==> src/rtl/gcm_ram.sv <==
`timescale 1ns / 1ps
// ----------------------------------------------------------------------------
// gcm_ram
// Generic RAM: one write port, two read ports with registered read data.
// ----------------------------------------------------------------------------
module gcm_ram #(
    parameter int WIDTH = 24,
    parameter int DEPTH = 8
) (
    input  logic                     aclk,
    input  logic                     we,
    input  logic [$clog2(DEPTH)-1:0] waddr,
    input  logic [WIDTH-1:0]         wdata,
    input  logic                     re,
    input  logic [$clog2(DEPTH)-1:0] raddr_a,
    input  logic [$clog2(DEPTH)-1:0] raddr_b,
    output logic [WIDTH-1:0]         rdata_a,
    output logic [WIDTH-1:0]         rdata_b
);

    logic [WIDTH-1:0] mem_reg [DEPTH];

    // write one word
    always_ff @(posedge aclk) begin
        if (we) begin
            mem_reg[waddr] <= wdata;
        end
    end

    // register both reads
    always_ff @(posedge aclk) begin
        if (re) begin
            rdata_a <= mem_reg[raddr_a];
            rdata_b <= mem_reg[raddr_b];
        end
    end

endmodule

==> config.mk <==
export PLATFORM = sky130hd
export DESIGN_NAME = gcm_ram
export DESIGN_NICKNAME = d
export VERILOG_FILES = /design/src/rtl/gcm_ram.sv
export SDC_FILE = /design/constraint.sdc
export NUM_CORES = 1
export LEC_CHECK = 0
export BUFFER_PORTS_ARGS = -buffer_cell sky130_fd_sc_hd__buf_2
export CAP_MARGIN = 20
export CORE_MARGIN = 8
export CORE_UTILIZATION = 54
export CTS_CLUSTER_SIZE = 14
export DETAILED_ROUTE_END_ITERATION = 16
export HOLD_SLACK_MARGIN = 0.08
export PLACE_DENSITY = 0.81
export SLEW_MARGIN = 30
export SYNTH_ARGS = -nofsm -noshare
export SYNTH_HDL_FRONTEND = slang
export SYNTH_SLANG_ARGS = --single-unit
==> constraint.sdc <==
create_clock -name aclk -period 2.35 [get_ports aclk]
set_input_delay 0.235 -clock aclk [delete_from_list [all_inputs] [get_ports aclk]]
set_output_delay 0.235 -clock aclk [all_outputs]
set_load 0.1 [all_outputs]
==> out/metrics.csv <==
metric,value,unit
status,finished clean,
rr_endpoint,rdata_a[12],
cp_cell_sequence,buf_2,
htreeDepth,1,
gr-total-overflow,0,
fmax,635,MHz
seq_area_frac_synth,70.0,%
pwr_density_cell,799,mW/mm²
clkPwrFrac,34.8,%
cp_slowest_cell,buf_2,
routed_wl,20.6,mm
final_cells,796,
place_ws,0.475,ns
critPathArrivalTime,1.34,ns
nFillCells,1205,
path_max_fanout,1,
synth_area_per_cell,24.3,µm²
ys_types,14,
io_buffers,83,
period_share,67.0,%
crit_required,2.12,ns
rows,50,
tightest_slew,0.507,ns
fin_skew,0.00707,ns
rr_worst_depth,2,
ys_warn_count,0,
setup_viol,0,
critical_path.top_delay_family,buffers and inverters,
placed_cells,732,
rr_startpoint,mem_reg[5][12],
largest_reg_flops,192,
switching_share,24.4,%
cts_root_buffer,clkbuf_16,
cp_slowest_stage_delay,0.45,ns
area_delta_synth_final,16.9,%
fin_crit,1.58,ns
start_kind,register,
cts_tree,yes,
antenna_found_initial,2,
power.switching,2.35,mW
gp_congestion,0.706,
hold_class,primary input to register,
syn_area,0.0103,mm²
pwr-share-comb,13.3,%
r2r_slack,0.88,ns
synthCells,423,
postRouteAntennaNets,0,
clk_latency,0.50,ns
avgRoutedWirePerCell,25.8,µm
grt_pass1_vias,5374,
postCtsSetupRepairBufs,0,
cellLeakagePower,4.08,nW
die_w,154,µm
final_core_util,64.3,%
hold_path_depth,2,
syn_nets,459,
drv_slew,0,
worstHoldEndpoint,rdata_b[22],
cts_max_path_buffers,3,
holdWs,0.254,ns
layout_common_cells,"edfxtp_1, mux4_2, buf_2",
drt_first_pass_iters,5,
die_y,154,µm
ys_ff_latch,240,
dr_total_vias,4882,
rsz0062_at_grt,no,
insertedDiodeCount,0,
hold_path.startpoint,re,
cap_viol_max_count,0,
grtUsageTotal,17.6,%
layout-drive-gt1-share,50.2,%
via_per_inst,6.13,
ir_drop,0.642,mV
dieArea,0.0237,mm²
grt_max_degree,49,
power_frac_seq,52.0,%
drt_iter0_markers,308,
num-nets-final,583,
finalWorstSetupSlack,0.774,ns
hold_violations,0,
cts_buffers,23,
pin_count,84,
grt_pass1_wl,31.7,mm
tns,0,ns
final_common_cell,edfxtp_1,
cp_num_buf_inv,1,
internal_power,7.26,mW
dp_hpwl,12.1,mm
cts_sinks,240,
relSlewSlack,66.2,%
drcViolationCount,0,
criticalPathCategory,register to primary output,
crit_path_end_kind,primary output,
initial_utilization,55.0,%
path_clk_slew,0.06,ns
core,0.0187,mm²
## how the worst max path moves through the flow
stage / start / to / slack (ns) / cells after the start
detailed placement: raddr_a[0] / rdata_a[21] / 0.48 / 4
floorplan: waddr[2] / mem_reg[1][0] / 0.47 / 2
global placement: raddr_b[0] / rdata_b[2] / 0.53 / 4
finish: rdata_b[18] / rdata_b[18] / 0.77 / 1
global route: rdata_b[18] / rdata_b[18] / 0.74 / 1
CTS: rdata_a[20] / rdata_a[20] / 0.77 / 1
## power by group through the flow
stage                     Clock, mW  Sequential (mW)  Combinational [mW]
after floorplan                   0             5.56               0.480
after global placement            0             5.07                1.22
after detailed placement          0             5.08                1.25
after CTS                      3.41             4.99                1.29
after global routing           3.56             5.01                1.33
final                          3.34             4.99                1.27
## final cells by class
type	count	area, µm²	share of cell area [%]
Multi-Input combinational cell	157	2960	24.6
Clock buffer	28	594	4.94
Timing Repair Buffer	125	896	7.45
Tap cell	234	293	2.43
Sequential cell	240	7210	59.9
Clock inverter	12	82.6	0.687
## logic make-up (layout without fill, tap and decap cells)
group	count (synthesis)	in the layout	synth area share (%)
multiplexers	144	144	27.5
flip-flops	240	240	70.0
AND/OR/NAND/NOR	13	13	0.571
buffers and inverters	26	165	1.90
## stage by stage
stage	power [mW]	cell area, µm²
after detailed placement	6.33	11100
after floorplan	6.04	10300
after CTS	9.70	12000
after global placement	6.29	11100
final	9.61	12000
after global routing	9.90	12000
## cell usage after synthesis
cell / number / area, µm²
mux2_2: 16 / 180
nand2b_1: 3 / 18.8
mux2_4: 32 / 480
mux4_2: 94 / 2120
mux4_1: 2 / 52.6
buf_12: 4 / 80.1
nand2_1: 2 / 7.51
buf_6: 2 / 22.5
edfxtp_1: 240 / 7210
nor3_1: 2 / 10.0
buf_2: 14 / 70.1
nor2_1: 6 / 22.5
clkbuf_1: 4 / 15.0
buf_1: 2 / 7.51
## layer usage
layer  vias up  wire (µm)  global-route usage (%)
met4         4        269                    5.32
met1      2558       7480                    21.1
met2       197      11200                    31.8
met5         -         23                       0
li1       2101          -                       -
met3        22       1580                    3.22
## timing repair
action	in CTS	in global routing
hold endpoints to repair	192	0
hold buffers	24	0
resized for setup	0	0
(Power assumes the default switching activity.)
