--- src/rtl/gcm_pkg.sv ---
`timescale 1ns / 1ps
// ----------------------------------------------------------------------------
// gcm_pkg
// Shared constants for the gradient color map: default sizes, channel
// widths and command codes.
// ----------------------------------------------------------------------------
package gcm_pkg;

    localparam int MAX_STOPS_DEF     = 8;
    localparam int POSITION_BITS_DEF = 16;

    localparam int CHAN_W   = 8;
    localparam int NUM_CHAN = 3;
    localparam int RGB_W    = CHAN_W * NUM_CHAN;
    localparam int QUOT_W   = CHAN_W;

    typedef enum logic {
        CMD_WRITE  = 1'b0,
        CMD_LOOKUP = 1'b1
    } cmd_t;

endpackage

--- src/rtl/gcm_locate.sv ---
`timescale 1ns / 1ps
// ----------------------------------------------------------------------------
// gcm_locate
// Stop position store and segment search: finds the segment that holds t
// and gives the color addresses, the offset into the segment and its span.
// ----------------------------------------------------------------------------
module gcm_locate
    import gcm_pkg::*;
#(
    parameter int MAX_STOPS     = MAX_STOPS_DEF,
    parameter int POSITION_BITS = POSITION_BITS_DEF
) (
    input  logic                             aclk,
    input  logic                             wr_en,
    input  logic [$clog2(MAX_STOPS)-1:0]     wr_idx,
    input  logic [POSITION_BITS-1:0]         wr_pos,
    input  logic [$clog2(MAX_STOPS+1)-1:0]   stop_count,
    input  logic [POSITION_BITS:0]           t,
    output logic [$clog2(MAX_STOPS)-1:0]     addr_lo,
    output logic [$clog2(MAX_STOPS)-1:0]     addr_hi,
    output logic [POSITION_BITS:0]           d,
    output logic [POSITION_BITS:0]           span
);

    localparam int IDX_W = $clog2(MAX_STOPS);
    localparam int CNT_W = $clog2(MAX_STOPS + 1);
    localparam int T_W   = POSITION_BITS + 1;
    localparam logic [T_W-1:0] POS_ONE = T_W'(1) << POSITION_BITS;

    logic [POSITION_BITS-1:0] pos_reg [MAX_STOPS];
    logic [CNT_W-1:0]         n_eff;
    logic [CNT_W-1:0]         n_m1;
    logic [MAX_STOPS-1:0]     lt;
    logic [IDX_W-1:0]         k;
    logic [T_W-1:0]           lower;
    logic [T_W-1:0]           upper;
    logic [T_W-1:0]           span_raw;
    logic [T_W-1:0]           d_raw;

    // store stop positions
    always_ff @(posedge aclk) begin
        if (wr_en) begin
            pos_reg[wr_idx] <= wr_pos;
        end
    end

    // clamp the stop count to its legal range
    always_comb begin
        if (stop_count < CNT_W'(2)) begin
            n_eff = CNT_W'(2);
        end else if (stop_count > CNT_W'(MAX_STOPS)) begin
            n_eff = CNT_W'(MAX_STOPS);
        end else begin
            n_eff = stop_count;
        end
        n_m1 = n_eff - CNT_W'(1);
    end

    // compare t against every inner stop, take the first one not below t
    always_comb begin
        lt    = '0;
        k     = IDX_W'(1);
        lower = '0;
        upper = POS_ONE;
        for (int j = 1; j < MAX_STOPS; j++) begin
            lt[j] = (CNT_W'(j) < n_m1) && ({1'b0, pos_reg[j]} < t);
        end
        for (int j = MAX_STOPS - 1; j >= 1; j--) begin
            if (!lt[j]) begin
                k     = IDX_W'(j);
                upper = (CNT_W'(j) >= n_m1) ? POS_ONE : {1'b0, pos_reg[j]};
                lower = (j == 1) ? '0 : {1'b0, pos_reg[j-1]};
            end
        end
    end

    // offset and span, with the endpoint cases
    always_comb begin
        span_raw = (upper > lower) ? upper - lower : '0;
        d_raw    = (t > lower) ? t - lower : '0;
        if (t == '0) begin
            addr_lo = '0;
            addr_hi = '0;
            d       = '0;
            span    = T_W'(1);
        end else if (t >= POS_ONE) begin
            addr_lo = IDX_W'(n_m1);
            addr_hi = IDX_W'(n_m1);
            d       = '0;
            span    = T_W'(1);
        end else begin
            addr_lo = k - IDX_W'(1);
            addr_hi = k;
            span    = span_raw;
            d       = (d_raw > span_raw) ? span_raw : d_raw;
        end
    end

endmodule

--- config.mk ---
export PLATFORM = sky130hd
export DESIGN_NAME = gcm_locate
export DESIGN_NICKNAME = d
export VERILOG_FILES = /design/src/rtl/gcm_pkg.sv /design/src/rtl/gcm_locate.sv
export SDC_FILE = /design/constraint.sdc
export NUM_CORES = 1
export LEC_CHECK = 0
export BUFFER_PORTS_ARGS = -buffer_cell sky130_fd_sc_hd__buf_2
export CAP_MARGIN = 20
export CORE_UTILIZATION = 65
export DETAILED_ROUTE_END_ITERATION = 8
export GPL_ROUTABILITY_DRIVEN = 0
export GPL_TIMING_DRIVEN = 0
export PLACE_DENSITY = 0.86
export SYNTH_ARGS = -nofsm -noshare
export SYNTH_HDL_FRONTEND = slang
export SYNTH_SLANG_ARGS = --single-unit
export TNS_END_PERCENT = 10
--- constraint.sdc ---
create_clock -name aclk -period 25.4 [get_ports aclk]
set_input_delay 3.81 -clock aclk [delete_from_list [all_inputs] [get_ports aclk]]
set_output_delay 3.81 -clock aclk [all_outputs]
set_load 0.005 [all_outputs]
==> results.toml <==
[timing]
fin_setup_tns_ns = 0
fmax_ghz = 0.06107
max_slew_margin_pct = 29.97
post-route-period-util_pct = 64.47
rsz0062_at_grt = "no"
worst_pin_slew_ns = 1.039
fin_crit_ns = 16.38
final_hold_viol_count = 0
setup-violations-final = 0
drv_slew = 0

[clock_network]
clk_pin_slew_worst_paths_ns = 0.07
ctsHtreeMaxLevel = 3
cts_tree = "yes"
cts_resized = 0
cts_inserted_buffers = 9
clock-sinks = 96
clockBufferDepth = 2
cts-root-buf = "clkbuf_16"
post_cts_buffers = 0
ctsHoldBuffers = 0

[synthesis]
synthCells = 1001
ys_warn_count = 0
synth_nets = 1188
synth.ff_latch_count = 96
synth_ff_type = "edfxtp_1"
syn_area_sq_mm = 0.009335
yosysTopAreaCellShare_pct = 30.88
yosysUniqueCellTypes = 72
async_reset_ff_share_pct = 0
ys_seq_area_share_pct = 30.88
synth_area_per_cell_sq_um = 9.326
synth_area_leaders = "edfxtp_1, ha_1, a21oi_1"
synth_edf_count = 96
yosys.area.top_type = "edfxtp_1"

[global_route]
grt_max_degree = 18
grt_use_total_pct = 40.21
overflow = 0
grt_first_pass_wirelength_microns = 44540
grt_pass1_vias = 8449
grt_antenna_before_repair = 0

[routing]
vias_per_cell = 7.088
wl_per_cell_microns = 22.85
route.detailed.drc = 0
vias = 9101
route.final.wire_length_microns = 29340
ant_nets = 0
dr.pass1.iters = 6
drtIter0Drc = 1234

[die]
die_h_microns = 121.8
dieWidth_microns = 121.8
core_sq_mm = 0.01393
num_rows = 43
dieArea_sq_mm = 0.01485
pin_count = 82
initial_core_util_pct = 66.99

[critical_path]
cp_slowest_stage_delay_ns = 0.81
crit_family = "compound AO/OA/AOI/OAI gates"
crit_path_start_kind = "input pin"
criticalPathCategory = "in2out"
slowest_stage = "o21ai_0"
crit_top_cell = "o21ai_0"
worstPathMaxFanout = 10
required_ns = 21.59
crit_path_start = "t[10]"
cp.arrival_ns = 12.57
setup.worst_path.end_class = "output pin"
crit_buf_inv = 5

[layout]
drive_gt1_share_pct = 12.32
largest_register_ffs = 96
mostFrequentLayoutCell = "ha_1"
syn_to_final_growth_pct = 10.68
stdcell_count = 1284
layout.nets = 1286
antennaDiodeCount = 0
fillCellCount = 1046
layout_common_cells = "ha_1, edfxtp_1, buf_2, nand2_1, nor2_1"

[power]
power.leakage_nw = 4.493
powerDensity_mw_per_mm2 = 72.45
vdd_drop_max_mv = 0.05188

[place]
port_buffers = 81
placed_cells = 1268
dp_hpwl_microns = 23990

[hold_path]
hold_path_startpoint = "wr_pos[3]"
hold_class = "in2reg"

[run_status]
status = "finished clean"

[flow_run]
cap_viol_max_count = 0
## power breakdown
group          internal (mW)  total, mW  switching, mW
Clock                 0.0672      0.127         0.0598
Combinational          0.180      0.436          0.257
Sequential             0.180      0.185        0.00541
Total                  0.427      0.749          0.322
## synthesized netlist by cell type, drive strengths merged, types with 3 or more instances
cell type / n
ha: 143
a21o: 24
nand4: 11
a21oi: 68
mux2i: 20
xnor2: 15
a211o: 20
a22oi: 37
and2: 8
o21ai: 64
buf: 10
nor2b: 16
o31ai: 3
o22ai: 12
inv: 45
clkbuf: 18
a22o: 13
o211ai: 10
a21boi: 3
nand2: 76
o31a: 5
nor4: 6
nor2: 78
o211a: 3
nor3: 27
edfxtp: 96
and4: 5
nand3: 17
a2111oi: 3
o21a: 21
o2bb2ai: 3
or2: 6
xor2: 13
or4: 3
o2111ai: 3
nand2b: 24
a31oi: 5
a211oi: 10
a221oi: 16
and3: 14
## through the flow
| stage | utilization, % | worst slack, ns | hold WS [ns] | power [mW] | instance area, sq um |
|---|---|---|---|---|---|
| floorplan | - | 11.56 | 3.909 | 0.4830 | 9335 |
| global placement | 71.52 | 9.778 | 4.050 | 0.5980 | 9966 |
| detailed placement | 72.12 | 9.669 | 4.055 | 0.6082 | 10050 |
| CTS | 74.15 | 9.647 | 3.704 | 0.7343 | 10330 |
| global route | 74.15 | 8.618 | 3.716 | 0.7982 | 10330 |
| finish | 74.15 | 9.024 | 3.707 | 0.7486 | 10330 |
## per-layer routing
| metal | GRT usage, % | routed length [microns] | up-vias |
|---|---|---|---|
| met2 | 62.99 | 12860 | 709 |
| met3 | 8.193 | 3280 | 149 |
| li1 | - | - | 4077 |
| met5 | 0 | 0 | - |
| met4 | 25.85 | 1957 | 0 |
| met1 | 50.48 | 11240 | 4166 |
## worst paths after layout
| path | end | slack, ns | cells after the start |
|---|---|---|---|
| setup / recovery | d[8] | 9.02 | 33 |
| hold / removal | pos_reg[2][3]$_DFFE_PP_ | 3.71 | 1 |
## kinds of logic (layout without fill, tap and decap cells)
group / after synthesis / count (layout) / synth area share [%]
muxes: 22 / 22 / 2.386
buffers and inverters: 73 / 176 / 3.096
DFF: 96 / 96 / 30.88
AOI/OAI and AO/OA: 341 / 341 / 25.33
and+or+nand+nor: 296 / 296 / 16.00
adders and majority gates: 145 / 145 / 19.60
xor gates and xnor gates: 28 / 28 / 2.707
## layout make-up
class / count / area [sq um] / share of cell area, %
Multi-Input combinational cell: 832 / 6176 / 59.77
Sequential cell: 96 / 2883 / 27.90
Timing Repair Buffer: 87 / 476.7 / 4.614
Clock buffer: 9 / 225.2 / 2.180
Tap cell: 180 / 225.2 / 2.180
Inverter: 45 / 168.9 / 1.635
Buffer: 28 / 120.1 / 1.163
Clock inverter: 7 / 57.56 / 0.5570
Power figures use the tool's default switching activity.
