--- config.mk ---
export PLATFORM = sky130hd
export DESIGN_NAME = gcm_div_stage
export DESIGN_NICKNAME = d
export VERILOG_FILES = /design/src/rtl/gcm_pkg.sv /design/src/rtl/gcm_div_stage.sv
export SDC_FILE = /design/constraint.sdc
export NUM_CORES = 1
export LEC_CHECK = 0
export BUFFER_PORTS_ARGS = -buffer_cell sky130_fd_sc_hd__buf_2
export CAP_MARGIN = 20
export CORE_MARGIN = 4
export CORE_UTILIZATION = 45
export DETAILED_ROUTE_END_ITERATION = 8
export PLACE_DENSITY = 0.72
export SLEW_MARGIN = 20
export SYNTH_ARGS = -nofsm -noshare
export SYNTH_HDL_FRONTEND = slang
export SYNTH_SLANG_ARGS = --single-unit
export TNS_END_PERCENT = 20
--- constraint.sdc ---
create_clock -name aclk -period 4.5 [get_ports aclk]
set_clock_uncertainty 0.1 [all_clocks]
set_input_delay 0.9 -clock aclk [delete_from_list [all_inputs] [get_ports aclk]]
set_output_delay 0.9 -clock aclk [all_outputs]
set_load 0.03 [all_outputs]
--- src/rtl/gcm_pkg.sv ---
`timescale 1ns / 1ps
// ----------------------------------------------------------------------------
// gcm_pkg
// Shared constants for the gradient color map: default sizes, channel
// widths and command codes.
// ----------------------------------------------------------------------------
package gcm_pkg;

    localparam int MAX_STOPS_DEF     = 8;
    localparam int POSITION_BITS_DEF = 16;

    localparam int CHAN_W   = 8;
    localparam int NUM_CHAN = 3;
    localparam int RGB_W    = CHAN_W * NUM_CHAN;
    localparam int QUOT_W   = CHAN_W;

    typedef enum logic {
        CMD_WRITE  = 1'b0,
        CMD_LOOKUP = 1'b1
    } cmd_t;

endpackage

--- src/rtl/gcm_div_stage.sv ---
`timescale 1ns / 1ps
// ----------------------------------------------------------------------------
// gcm_div_stage
// One registered step of a restoring division: decides one quotient bit of
// each color channel.
// ----------------------------------------------------------------------------
module gcm_div_stage
    import gcm_pkg::*;
#(
    parameter int NUM_W = 25,
    parameter int DIV_W = 17,
    parameter int SHIFT = 7
) (
    input  logic                               aclk,
    input  logic                               aresetn,
    input  logic                               en,
    input  logic                               valid_in,
    input  logic [NUM_CHAN-1:0][NUM_W-1:0]     rem_in,
    input  logic [DIV_W-1:0]                   div_in,
    input  logic [NUM_CHAN-1:0][QUOT_W-1:0]    quot_in,
    output logic                               valid_out,
    output logic [NUM_CHAN-1:0][NUM_W-1:0]     rem_out,
    output logic [DIV_W-1:0]                   div_out,
    output logic [NUM_CHAN-1:0][QUOT_W-1:0]    quot_out
);

    localparam int CMP_W = NUM_W + 1;

    logic [CMP_W-1:0]                    div_sh;
    logic [NUM_CHAN-1:0][NUM_W-1:0]      rem_next;
    logic [NUM_CHAN-1:0][QUOT_W-1:0]     quot_next;

    // compare and subtract the shifted divisor
    always_comb begin
        div_sh = CMP_W'(div_in) << SHIFT;
        for (int c = 0; c < NUM_CHAN; c++) begin
            quot_next[c] = quot_in[c];
            if (CMP_W'(rem_in[c]) >= div_sh) begin
                rem_next[c]         = rem_in[c] - NUM_W'(div_sh);
                quot_next[c][SHIFT] = 1'b1;
            end else begin
                rem_next[c]         = rem_in[c];
                quot_next[c][SHIFT] = 1'b0;
            end
        end
    end

    // advance valid
    always_ff @(posedge aclk) begin
        if (!aresetn) begin
            valid_out <= 1'b0;
        end else if (en) begin
            valid_out <= valid_in;
        end
    end

    // advance payload
    always_ff @(posedge aclk) begin
        if (en) begin
            rem_out  <= rem_next;
            div_out  <= div_in;
            quot_out <= quot_next;
        end
    end

endmodule

==> parameters.txt <==
Parameter                              Value

Status
  Outcome ... completed

STA
  Tmin final ... 3.62 ns
  Measured slew at the worst slew-check pin ... 1.07 ns
  Final worst-path cycle share ... 0.804
  Total negative setup slack ... 0 ns
  Count of final max-slew check failures ... 0
  Unrepaired setup endpoints after global routing ... no
  Final setup vio count ... 0
  Highest attainable clock frequency ... 0.276 GHz
  Slew headroom ... 0.281
  Final Hold Vio Count ... 0
  Least setup slack across all paths after layout ... 0.880 ns

Placed design
  Pre-CTS setup slack ... 0.493 ns
  IO buf count ... 233
  Last weighted congestion value of the routability-driven placer ... 0.874
  Sum of net half-perimeters after detailed placement ... 15200 µm

Worst setup path
  Category of the critical setup timing path ... input pin to register
  Reg2reg path depth ... 2
  Startpoint types ... input pin
  Data required time at the worst endpoint ... 4.56 ns
  Setup crit end kind ... register
  Worst flop-to-flop path startpoint ... valid_out$_SDFFE_PN0P_
  Endpoint of the worst register-to-register path ... valid_out$_SDFFE_PN0P_
  Crit Path Max Fanout ... 14
  R2R Setup Slk ... 3.77 ns
  Worst path arrival time ... 3.68 ns

Hold path
  Start point of the worst hold path ... valid_out$_SDFFE_PN0P_
  Worst hold path class ... register to register
  Hold path endpoint ... valid_out$_SDFFE_PN0P_
  Min-Delay Path Depth ... 2

Power
  Sw power ... 1.21 mW
  Internal power ... 2.57 mW
  Max rail drop VDD ... 0.249 mV
  Portion of total power attributed to sequential cells ... 0.367
  Net switching share of the total power ... 0.320
  Post-layout power ... 3.77 mW
  Static leakage power ... 3.92 nW
  Combinational fraction of design power ... 0.274
  Clk pwr share ... 0.359
  Power Density ... 415 nW/µm²

Clock network
  Max Root-Sink Buffers ... 2
  Clock latency on the worst-skew pair ... 0.41 ns
  Root cell of the clock tree ... clkbuf_16
  Post-cts sizing count ... 0
  H-tree lvl count ... 4
  Total clock buffers created by CTS ... 17
  Sink Count ... 117
  Clock-pin slew on the worst setup and hold paths ... 0.06 ns
  TritonCTS clock tree ... built
  Number of setup buffers added after CTS ... 0
  Post-cts hold buffer count ... 0

Route
  Total detailed-routing wirelength ... 19600 µm
  Via count ... 5749
  Routed via count divided by cell count ... 5.36
  Antenna-violating nets left ... 0
  Routed len/inst ... 18.3 µm
  DRT Pass-1 Iters ... 7
  Initial detailed-routing violation count ... 432
  Number of DRC violations after detailed routing ... 0

Run
  Max-cap violations ... 0

Synth
  Share of synthesized area occupied by flip-flops and latches ... 0.487
  Ys async rst share ... 0
  Total nets after synthesis ... 785
  Average footprint of a synthesized cell ... 11.8 µm²
  Number of synthesized flops with an enable pin ... 116
  Synthesized cell area ... 7190 µm²
  Post-synthesis cell type count ... 64
  Top FF cell, synth ... edfxtp_1
  Yosys Warn Count ... 0
  Number of flip-flops and latches in the synthesized netlist ... 117
  Instance count of the mapped netlist ... 611

Finish
  Final nets ... 1021
  Area Growth Syn to Fin ... 26.7%
  Share of layout cells above drive strength 1 ... 0.373

Global routing
  Initial antenna violation count ... 3
  Global route overflow ... 0
  Number of global-route vias before repair ... 5613
  Maximum number of pins on one net before global-route repair ... 68
  Aggregate global-route resource usage ... 0.212
  First-pass GRT wire length ... 29500 µm

Die
  Area of the die ... 18100 µm²
  Cell Rows ... 45
  Area of the core ... 15400 µm²
  Starting Density ... 0.466
  IO Count ... 237
  Width of the chip ... 134 µm
  Y dimension of the die ... 134 µm
-- final cells by class --
class                   count  area [µm²]
multi-input cells         435        3390
flip-flops and latches    117        3500
fillers                  1332        6320
diodes                      1        2.50
clock inverters            15         171
clock buffers              17         425
well taps                 211         264
repair buffers            238        1210
inverters                  38         143
-- through the flow --
step | utilization | std cells | hold slack [ns] | cell area (µm²)
floorplan | - | 611 | 0.540 | 7190
global placement | 0.551 | 1039 | 0.394 | 8500
detailed placement | 0.551 | 1039 | 0.422 | 8500
CTS | 0.590 | 1071 | 0.437 | 9100
global route | 0.590 | 1071 | 0.476 | 9100
finish | 0.590 | 1072 | 0.440 | 9100
-- sequential cells by signal (all words and copies together) (netlist names) --
register   cells
rem_out       75
quot_out      24
div_out       17
valid_out      1
-- critical path, cell delays in order --
cell and delay [ns]:
buf_2 0.17, ha_1 0.23, fa_1 0.41, nand2b_1 0.19, a21oi_1 0.28, o2111a_1 0.30
o21ai_0 0.17, and3_1 0.33, inv_2 0.28, mux2_2 0.40
-- synth_stat cells (all sizes together) (3+ instances only) --
| cell | n | area [µm²] |
|---|---|---|
| nor2b | 6 | 37.5 |
| o31ai | 7 | 52.6 |
| nand3 | 12 | 60.1 |
| fa | 3 | 60.1 |
| nand2b | 11 | 68.8 |
| o41ai | 5 | 43.8 |
| o21a | 4 | 30.0 |
| nand4 | 18 | 113 |
| a21oi | 53 | 265 |
| edfxtp | 116 | 3480 |
| nand2 | 30 | 113 |
| nor3 | 8 | 40.0 |
| nor2 | 28 | 105 |
| nor4b | 3 | 26.3 |
| o21bai | 4 | 30.0 |
| mux2i | 12 | 120 |
| o311ai | 3 | 26.3 |
| xnor2 | 24 | 210 |
| a31oi | 4 | 31.3 |
| ha | 51 | 638 |
| a211oi | 10 | 87.6 |
| o211ai | 10 | 75.1 |
| o221ai | 3 | 26.3 |
| buf | 9 | 66.3 |
| mux2 | 43 | 507 |
| a21o | 11 | 85.1 |
| and3 | 5 | 36.3 |
| inv | 38 | 143 |
| xor2 | 15 | 131 |
| clkbuf | 11 | 55.1 |
| o21ai | 23 | 115 |
-- worst max path at each step --
stage	slack, ns	end	startpoint
CTS	0.93	rem_out[23]$_DFFE_PP_	div_in[0]
finish	0.88	rem_out[23]$_DFFE_PP_	div_in[0]
floorplan	0.98	rem_out[13]$_DFFE_PP_	rem_in[7]
global placement	0.49	rem_out[23]$_DFFE_PP_	div_in[0]
detailed placement	0.49	rem_out[23]$_DFFE_PP_	div_in[0]
global route	0.74	rem_out[61]$_DFFE_PP_	div_in[11]
-- logic make-up (layout without fill, tap and decap cells) --
family,after synthesis,count (layout),share of synthesized area
adder cells (fa/ha/maj),54,54,0.0971
XOR/XNOR,39,39,0.0475
flip-flops,117,117,0.487
AO/OA/AOI/OAI,152,152,0.142
AND/OR/NAND/NOR,135,135,0.0970
other,0,1,0
multiplexers,55,55,0.0872
buffers and inverters,59,308,0.0413
-- power groups by stage --
stage	Combinational, mW	Clock, mW	Sequential [mW]
6_report	1.04	1.35	1.39
5_1_grt	1.12	1.42	1.40
4_1_cts	1.04	1.37	1.39
3_5_place_dp	1.03	0	1.41
3_3_place_gp	1.02	0	1.41
2_1_floorplan	0.473	0	1.67
-- cell usage in the layout (no fill, tap or decap), types with 18 or more instances in the layout --
cell type / count
xnor2_1: 24
a21oi_1: 53
inv_1: 37
buf_2: 232
nor2_1: 28
nand4_1: 18
edfxtp_1: 116
nand2_1: 30
ha_1: 51
mux2_2: 37
o21ai_0: 23
-- layer usage --
| metal | part of all wire | GRT usage | up-vias |
|---|---|---|---|
| met5 | 0.0014 | 0 | - |
| met1 | 0.42 | 0.266 | 2646 |
| li1 | - | - | 2827 |
| met2 | 0.48 | 0.356 | 241 |
| met3 | 0.076 | 0.0555 | 31 |
| met4 | 0.018 | 0.0684 | 4 |
No activity file was read; power rests on OpenSTA's default activity.
